[src/hw/rtl/pkcs_pc_ram.sv]
// Generic single-write, single-read synchronous RAM, registered read data.
// No dependencies.
module pkcs_pc_ram #(
  parameter int WIDTH = 8,
  parameter int DEPTH = 20
) (
  input  logic                     clk,
  input  logic                     we,
  input  logic [$clog2(DEPTH)-1:0] waddr,
  input  logic [WIDTH-1:0]         wdata,
  input  logic [$clog2(DEPTH)-1:0] raddr,
  output logic [WIDTH-1:0]         rdata
);

  logic [WIDTH-1:0] mem [DEPTH];

  always_ff @(posedge clk) begin
    if (we) begin
      mem[waddr] <= wdata;
    end
    rdata <= mem[raddr];
  end

endmodule

[config.mk]
export PLATFORM = sky130hd
export DESIGN_NAME = pkcs_pc_ram
export DESIGN_NICKNAME = d
export VERILOG_FILES = /design/src/hw/rtl/pkcs_pc_ram.sv
export SDC_FILE = /design/constraint.sdc
export NUM_CORES = 1
export LEC_CHECK = 0
export ABC_CLOCK_PERIOD_IN_PS = 1450
export BUFFER_PORTS_ARGS = -buffer_cell sky130_fd_sc_hd__buf_2
export CAP_MARGIN = 20
export CORE_ASPECT_RATIO = 0.75
export CORE_MARGIN = 10
export CORE_UTILIZATION = 50
export DETAILED_ROUTE_END_ITERATION = 7
export PLACE_DENSITY = 0.76
export SYNTH_ARGS = -nofsm -noshare
export SYNTH_HDL_FRONTEND = slang
export SYNTH_SLANG_ARGS = --single-unit
[constraint.sdc]
create_clock -name clk -period 1.45 [get_ports clk]
set_input_delay 0.2175 -clock clk [delete_from_list [all_inputs] [get_ports clk]]
set_output_delay 0.2175 -clock clk [all_outputs]
set_load 0.03 [all_outputs]
==> results of run 1 <==
metrics by stage:
step | utilization [%] | cell area, sq um | cells | power [uW]
2_1_floorplan | - | 6481 | 308 | 5841
6_report | 61.73 | 7705 | 574 | 10270
5_1_grt | 61.73 | 7705 | 574 | 10590
3_5_place_dp | 57.27 | 7148 | 543 | 6107
3_3_place_gp | 57.27 | 7148 | 543 | 6090
4_1_cts | 61.79 | 7712 | 575 | 10350
power by group:
part | internal [uW] | leakage [uW] | total, uW | switching [uW]
logic | 240 | 0.000902 | 582 | 341
registers | 5390 | 0.00151 | 5420 | 27.2
clock network | 2520 | 0.000266 | 4270 | 1760
total | 8150 | 0.00268 | 10300 | 2120
worst min path at each step:
stage / start / endpoint
finish: raddr[2] / rdata[7]
global route: raddr[2] / rdata[7]
CTS: raddr[2] / rdata[7]
detailed placement: raddr[2] / rdata[7]
global placement: raddr[2] / rdata[7]
floorplan: wdata[0] / mem[0][0]
per-layer routing:
metal | part of all wire (%) | vias up
met2 | 47 | 113
met3 | 7.2 | 18
met5 | 0 | -
met1 | 44 | 1703
li1 | - | 1446
met4 | 1.3 | 0
state kept, by name (all words and copies together), names as in the netlist:
register,cells
rdata,8
mem,160
placed cells by master (no fill, tap or decap), types with 3 or more instances in the layout:
cell / synthesis / layout
a221oi_1: 7 / 7
buf_2: 2 / 27
buf_4: 1 / 54
clkbuf_16: 0 / 17
clkinv_2: 0 / 4
clkinvlp_4: 0 / 4
dfxtp_1: 8 / 8
edfxtp_1: 160 / 160
mux2i_1: 23 / 23
mux4_1: 11 / 9
mux4_2: 21 / 23
nand2_1: 9 / 9
nand3b_1: 3 / 3
nor2_1: 22 / 21
o211ai_1: 7 / 7
o21ai_0: 4 / 4
o21ai_1: 3 / 3
critical path, stage by stage (launching register included):
cell and delay [ns]:
edfxtp_1 0.37, mux4_2 0.48, mux2_4 0.28, a221oi_2 0.23, a21oi_1 0.05
kinds of logic (layout without fill, tap and decap cells):
group           Yosys count  after routing
buf+inv                  16            116
compound gates           25             25
mux                      56             56
simple gates             43             43
flops                   168            168
area by class of cell:
cell class	instances	area share, %
clock inverter	13	1.705
multi-input combinational	124	17.96
clock buffer	19	5.619
timing repair buffer	83	7.535
inverter	1	0.04872
sequential	168	64.44
tap	166	2.696
==> run metrics, run 1 <==
Tightest Pin Transition=0.4378 ns; CTS tree=yes; Die Ht=118.6 um; top_reg_cell synth=edfxtp_1; met2 Use GR=22.48%; Slew Viols, Final=0; RSZ-0062 raised after global routing=true; critical path required time=about 1.8 ns; failing checks=setup timing; slew margin rel.=70.81%; first-pass GRT wire length=20.71 mm; # setup viols final=1; clk_skew=0.006812 ns; Nets=a little over 400; Top Usage Layer GRT=met2; share of the synthesized area in the top cell type=74.12%; ANT cells=0; die area=between 15,000 and 20,000 sq um; io pins=28; WL/cell=approximately 23 um; worst setup path end=rdata[7]; setup_tns=-0.07411 ns; initial antenna violation count=1; Crit Path Category=reg2reg; crit path launch=mem[13][7]; Clock Path Buffers=2; reg2reg start=mem[13][7]; worst hold path type=in2reg; area grow syn2layout=18.86%; Max VDD drop=about 0.93 mV; FF/Latch Area=4965 sq um; most common cell in the netlist=edfxtp_1; Post-synth EDFFs=160; hold bufs inserted after CTS=0; Buffers on Ports=27; synthesized area per cell=21.05 sq um; met3 Track Usage GR=4.842%; post-synthesis register bit count=168; max cap viols=0; Pleak=between 0.002 and 0.003 uW; FFs w/ async S/R, synth=0%; via/cell ratio=about 5.7; final WL=around 13 mm; cell count after synthesis=about 300; Synth Area in Compound Gates=around 2.8%; Post-Synth XOR/XNOR Area=0%; Post-Synth Simple-Gate Area=a little over 3%; via count=between 3,000 and 4,000; H-tree depth=4; Crit Path Max Fanout=1; Adder-Cell Fraction of Synth Area=0%; clk_lat worst skew=~0.42 ns; CP endpoint kind=register; status=finished, violations left; WHS=0.1277 ns; R2R cell count=4; GR Util met1=~22%; Yosys cell types=31; first-iteration detailed-routing DRC count=around 320; Post-DP HPWL=9.070 mm; router iterations before antenna repair=5; reg2reg end=rdata[7]; post_cts resized=0; CP arrival=1.83 ns; top cells by count, synth=edfxtp_1 (160), mux2i_1 (23), nor2_1 (22); final hold violation count=0; Die Wd=around 150 um; clk root buf=clkbuf_16; Setup Fix Bufs, Post-CTS=0; R2R setup slack=-0.07 ns; Tmin final=between 1.5 and 2 ns; main combinational cell family by area after synthesis=multiplexers; Hold Path Cell Cnt=3; critical path launch point type=register; vias in the first global route=roughly 3,500; ANT nets after route=0; sequential-to-total area share from yosys stat=76.59%; Power per Cell Area=approximately 1300 nW/um^2; Placement Rows=35; DP Worst Slack=-0.3306 ns; DRC viols=0; Ys Warns=0; effective utilization at floorplan=51.94%; multi-input logic area=between 1000 and 1500 sq um; Synth area leaders=edfxtp_1 (74%), mux4_2 (7.3%), mux4_1 (4.5%); gr usage total=around 16%; setup ws final=-0.07411 ns; mux share of post-synthesis cell area=15.48%; syn_nets=around 330; Num Clock Sinks=approximately 170; CTS Buf Count=17; Mapped Area=approximately 6500 sq um; Core ar.=around 12,000 sq um; fillers=slightly below 900; Worst-path clk slew=around 0.060 ns; Final period util=105.1%; largest area contributor in the netlist=edfxtp_1; GRT Residual Overflow=0; largest net degree at the start of global routing=23; FMAX=between 600 and 700 MHz; gp weighted congestion=just over 0.8; share of cells above drive strength 1=between 30% and 40%
Power figures use the tool's default switching activity.
==> inputs of run 2 (changes only) <==
Settings changed: ABC_CLOCK_PERIOD_IN_PS 1450 to 1300.
Clock period 1.45 ns to 1.3 ns, I/O delays scaled along.
==> run metrics, run 2 (synthesized netlist as in run 1, its figures left out) <==
R2R setup slack=-0.25 ns (was -0.07 ns); clk root buf=clkbuf_16 (unchanged); P_int=9140 uW (was 8146 uW); failing checks=setup timing (unchanged); reg2reg start=mem[13][7] (unchanged); Hold Path Cell Cnt=3 (unchanged); first-iteration detailed-routing DRC count=336 (was 318); HP Start=raddr[4] (was raddr[2]); Clock Path Buffers=2 (unchanged); area grow syn2layout=22.79% (was 18.86%); first-pass GRT wire length=20.84 mm (was 20.71 mm); gr usage total=15.69% (was 15.61%); ANT cells=0 (unchanged); Tmin final=1.547 ns (was 1.524 ns); FMAX=646.5 MHz (was 656.1 MHz); met3 Track Usage GR=4.499% (was 4.842%); Num Clock Sinks=168 (unchanged); CTS Buf Count=17 (unchanged); final hold violation count=0 (unchanged); Die Wd=151.5 um (unchanged); GR Util met1=23.00% (was 22.01%); most frequent cells in the layout=edfxtp_1 (160), buf_4 (49), mux4_2 (28) (was edfxtp_1 (160), buf_4 (54), buf_2 (27)); io pins=28 (unchanged); critical path launch point type=register (unchanged); die area=17,970 sq um (unchanged); RSZ-0062 raised after global routing=true (unchanged); Power per Cell Area=1448 nW/um^2 (was 1333 nW/um^2); via count=3,372 (was 3,280); largest net degree at the start of global routing=21 (was 23); top flop regs=mem (160), rdata (8) (unchanged); Setup Fix Bufs, Post-CTS=0 (unchanged); Core ar.=12,480 sq um (unchanged); met2 Use GR=22.15% (was 22.48%); Nets=421 (was 415); final WL=13.49 mm (was 13.45 mm); ANT nets after route=0 (unchanged); area post-placement=7381 sq um (was 7148 sq um); Pleak=0.002719 uW (was 0.002677 uW); gp weighted congestion=0.7956 (was 0.8119); Seq pwr share=52.3% (was 52.7%); DRC viols=0 (unchanged); CP arrival=1.84 ns (was 1.83 ns); clock network power share=41.3% (was 41.6%); reg2reg end=rdata[7] (unchanged); initial antenna violation count=0 (was 1); # setup viols final=3 (was 1); vias in the first global route=3,475 (was 3,504); clk_skew=0.005846 ns (was 0.006812 ns); Crit Path Max Fanout=1 (unchanged); max cap viols=0 (unchanged); Worst-path clk slew=0.06 ns (about the same); Buffers on Ports=27 (unchanged); Net Sw Power=2386 uW (was 2124 uW); max reg flops=160 (unchanged); router iterations before antenna repair=4 (was 5); H-tree depth=4 (unchanged); R2R cell count=4 (unchanged); Final period util=119.0% (was 105.1%); slew margin rel.=72.12% (was 70.81%); Crit Path Category=reg2reg (unchanged); Post-DP HPWL=9.164 mm (was 9.070 mm); via/cell ratio=5.814 (was 5.714); critical path required time=1.60 ns (was 1.76 ns); clk_lat worst skew=0.41 ns (was 0.42 ns); GRT Residual Overflow=0 (unchanged); setup ws final=-0.2467 ns (was -0.07411 ns); switch share=20.70% (was 20.68%); WHS=0.1849 ns (was 0.1277 ns); status=finished, violations left (unchanged); Tightest Pin Transition=0.4182 ns (was 0.4378 ns); CP endpoint kind=register (unchanged); Die Ht=118.6 um (unchanged); final instance area=7960 sq um (was 7705 sq um); power share of the combinational group=6.3% (was 5.7%); Biggest register=mem (unchanged); share of cells above drive strength 1=39.61% (was 34.56%); WL/cell=23.25 um (was 23.42 um); CTS tree=yes (unchanged); Max VDD drop=1.009 mV (was 0.9309 mV); effective utilization at floorplan=51.94% (unchanged); worst hold path type=in2reg (unchanged); most common cell after layout, fill and taps aside=edfxtp_1 (unchanged); Top Usage Layer GRT=met1 (was met2); Hold Path Sink=rdata[7] (unchanged); Placement Rows=35 (unchanged); Slew Viols, Final=0 (unchanged)
-- run 2: worst max-delay path by stage --
stage,depth (start not counted),endpoint,from,slack (ns)
2_1_floorplan,4,rdata[7],mem[13][7],-0.16
3_3_place_gp,6,rdata[7],raddr[0],-0.39
3_5_place_dp,6,rdata[7],raddr[0],-0.41
4_1_cts,4,rdata[7],mem[13][7],-0.25
5_1_grt,4,rdata[7],mem[13][7],-0.31
6_report,4,rdata[7],mem[13][7],-0.25
-- run 2: worst max-delay path, stage by stage (launching register included) --
cell and delay [ns]:
edfxtp_1 0.37, mux4_2 0.47, mux2_4 0.28, a221oi_2 0.25, a21oi_1 0.06
-- run 2: metrics by stage --
stage	TNS [ns]	setup slack (ns)	total power (uW)	util (%)	cells
after global routing	-0.4621	-0.3092	11860	63.78	580
after floorplan	-0.1613	-0.1613	6541	-	308
final	-0.3586	-0.2467	11530	63.78	580
after CTS	-0.3099	-0.2455	11580	63.84	580
after global placement	-11.49	-0.3901	6844	59.14	548
after detailed placement	-14.11	-0.4067	6867	59.14	548
-- run 2: repair_timing --
item,CTS,global route
resized for setup,8,2
setup endpoints to repair,7,6
endpoints found under the hold margin,0,0
hold buffers,0,0
-- run 2: final cells by class --
cell class	count	area [sq um]
Timing Repair Buffer	89	763.2
Clock buffer	19	432.9
Fill cell	836	4521
Clock inverter	13	130.1
Multi-Input combinational cell	124	1458
Inverter	1	3.754
Sequential cell	168	4965
Tap cell	166	207.7
-- run 2: power by group through the flow --
stage	sequential, uW	combinational, uW	clock [uW]
global placement	6150	699	0
finish	6030	730	4760
global route	6040	782	5040
detailed placement	6150	718	0
floorplan	6200	344	0
CTS	6030	734	4810
-- run 2: routing by layer --
layer / wire length, um / up-vias
met5: 0 / -
met2: 6055 / 122
met3: 1014 / 18
met4: 188 / 0
met1: 6228 / 1774
li1: - / 1458
==> inputs of run 3 (changes only) <==
Settings changed: CTS_BUF_LIST from default to sky130_fd_sc_hd__clkbuf_4.
==> run metrics, run 3 (synthesized netlist as in run 1, its figures left out) <==
Net Sw Power=2140 uW (was 2386 uW); area grow syn2layout=18.97% (was 22.79%); most common cell after layout, fill and taps aside=edfxtp_1 (unchanged); Die Ht=118.6 um (unchanged); H-tree depth=4 (unchanged); P_int=7513 uW (was 9140 uW); Tmin final=1.571 ns (was 1.547 ns); FMAX=636.7 MHz (was 646.5 MHz); GRT Residual Overflow=0 (unchanged); slew margin rel.=70.62% (was 72.12%); worst hold path type=in2reg (unchanged); Core ar.=12,480 sq um (unchanged); Post-DP HPWL=9.164 mm (unchanged); Biggest register=mem (unchanged); final WL=13.26 mm (was 13.49 mm); final hold violation count=0 (unchanged); Crit Path Category=reg2reg (unchanged); first-pass GRT wire length=20.29 mm (was 20.84 mm); Seq pwr share=62.5% (was 52.3%); gr usage total=15.44% (was 15.69%); DRC viols=0 (unchanged); Power per Cell Area=1252 nW/um^2 (was 1448 nW/um^2); Top Usage Layer GRT=met1 (unchanged); total power after layout=9653 uW (was 11,530 uW); critical path required time=1.75 ns (was 1.60 ns); Worst-path clk slew=0.12 ns (was 0.06 ns); CP arrival=2.02 ns (was 1.84 ns); io pins=28 (unchanged); status=finished, violations left (unchanged); die area=17,970 sq um (unchanged); vias in the first global route=3,395 (was 3,475); Slew Viols, Final=0 (unchanged); CP endpoint kind=register (unchanged); WHS=0.03304 ns (was 0.1849 ns); Crit Path Max Fanout=1 (unchanged); Placement Rows=35 (unchanged); failing checks=setup timing (unchanged); switch share=22.17% (was 20.70%); clk_skew=0.01207 ns (was 0.005846 ns); CTS Buf Count=17 (unchanged); clk root buf=clkbuf_4 (was clkbuf_16); Buffers on Ports=27 (unchanged); most frequent cells in the layout=edfxtp_1 (160), buf_4 (53), mux4_2 (28) (was edfxtp_1 (160), buf_4 (49), mux4_2 (28)); R2R cell count=4 (unchanged); placed cell count=548 (unchanged); ANT cells=0 (unchanged); met3 Track Usage GR=4.384% (was 4.499%); fin cells=580 (unchanged); power share of the combinational group=7.8% (was 6.3%); gp weighted congestion=0.7956 (unchanged); Nets=421 (unchanged); router iterations before antenna repair=5 (was 4); effective utilization at floorplan=51.94% (unchanged); Tightest Pin Transition=0.4408 ns (was 0.4182 ns); critical path launch point type=register (unchanged); clk_lat worst skew=0.56 ns (was 0.41 ns); Pleak=0.002607 uW (was 0.002719 uW); CTS tree=yes (unchanged); via/cell ratio=5.716 (was 5.814); hold bufs inserted after CTS=0 (unchanged); via count=3,315 (was 3,372); Die Wd=151.5 um (unchanged); top flop regs=mem (160), rdata (8) (unchanged); Hold Path Cell Cnt=3 (unchanged); first-iteration detailed-routing DRC count=320 (was 336); RSZ-0062 raised after global routing=true (unchanged); Max VDD drop=0.6694 mV (was 1.009 mV); # setup viols final=3 (unchanged); max reg flops=160 (unchanged); max cap viols=0 (unchanged); met2 Use GR=21.64% (was 22.15%); Clock Path Buffers=2 (unchanged); setup ws final=-0.2706 ns (was -0.2467 ns); initial antenna violation count=0 (unchanged); GR Util met1=22.68% (was 23.00%); clock network power share=29.7% (was 41.3%); Setup Fix Bufs, Post-CTS=0 (unchanged); ANT nets after route=0 (unchanged); share of cells above drive strength 1=41.06% (was 39.61%); Num Clock Sinks=168 (unchanged); WL/cell=22.87 um (was 23.25 um); Final period util=120.8% (was 119.0%); largest net degree at the start of global routing=21 (unchanged)
## run 3: cell count changes in the layout (fill, tap and decap cells not counted), moves of 2 or more
cell and change:
buf_2 -8, buf_4 +4, buf_6 +4, clkbuf_1 -2
clkbuf_16 -17, clkbuf_4 +19, dfxtp_1 -3, dfxtp_2 +3
o21ai_1 -2
## run 3: path summary, 6_finish.rpt
path	from	end	slack, ns
max	mem[6][7]	rdata[7]	-0.27
min	raddr[4]	rdata[7]	0.03
max reg2reg	mem[6][7]	rdata[7]	-0.27
min reg2reg	mem[19][1]	rdata[1]	0.69
## run 3: critical path: stages, from the launching register on
cell and delay, ns:
edfxtp_1 0.42, mux4_2 0.46, mux2_4 0.27, a221oi_2 0.25, a21oi_1 0.06
## run 3: power by group through the flow
stage	Sequential, uW	Combinational (uW)	Clock (uW)
2_1_floorplan	6200	344	0
3_3_place_gp	6150	699	0
3_5_place_dp	6150	718	0
4_1_cts	6030	742	2910
5_1_grt	6040	803	3140
6_report	6030	753	2870
## run 3: per-layer routing
metal  routed length, um  share of wire (%)
met5                   0                  0
met4                 120               0.90
met3                1174                8.9
met2                5983                 45
met1                5984                 45
## run 3: what timing repair did
item                       4_1_cts  5_1_grt
setup endpoints to repair       13       12
pin swaps                        0        0
gates resized for setup         14       14
## run 3: area by class of cell
type	count	area, sq um
fillers	868	4768
clock inverters	13	130.1
well taps	166	207.7
clock buffers	19	142.6
flip-flops and latches	168	4969
inverters	1	3.754
multi-input cells	124	1461
repair buffers	89	798.3
## run 3: per-stage QoR
step                      area [sq um]  worst slack [ns]  utilization (%)  TNS [ns]
after floorplan                   6566           -0.1613                -   -0.1613
after global placement            7381           -0.3901            59.14    -11.49
after detailed placement          7381           -0.4067            59.14    -14.11
after CTS                         7695           -0.2537            61.65   -0.3869
after global routing              7712           -0.3297            61.79   -0.5925
final                             7712           -0.2706            61.79   -0.3766
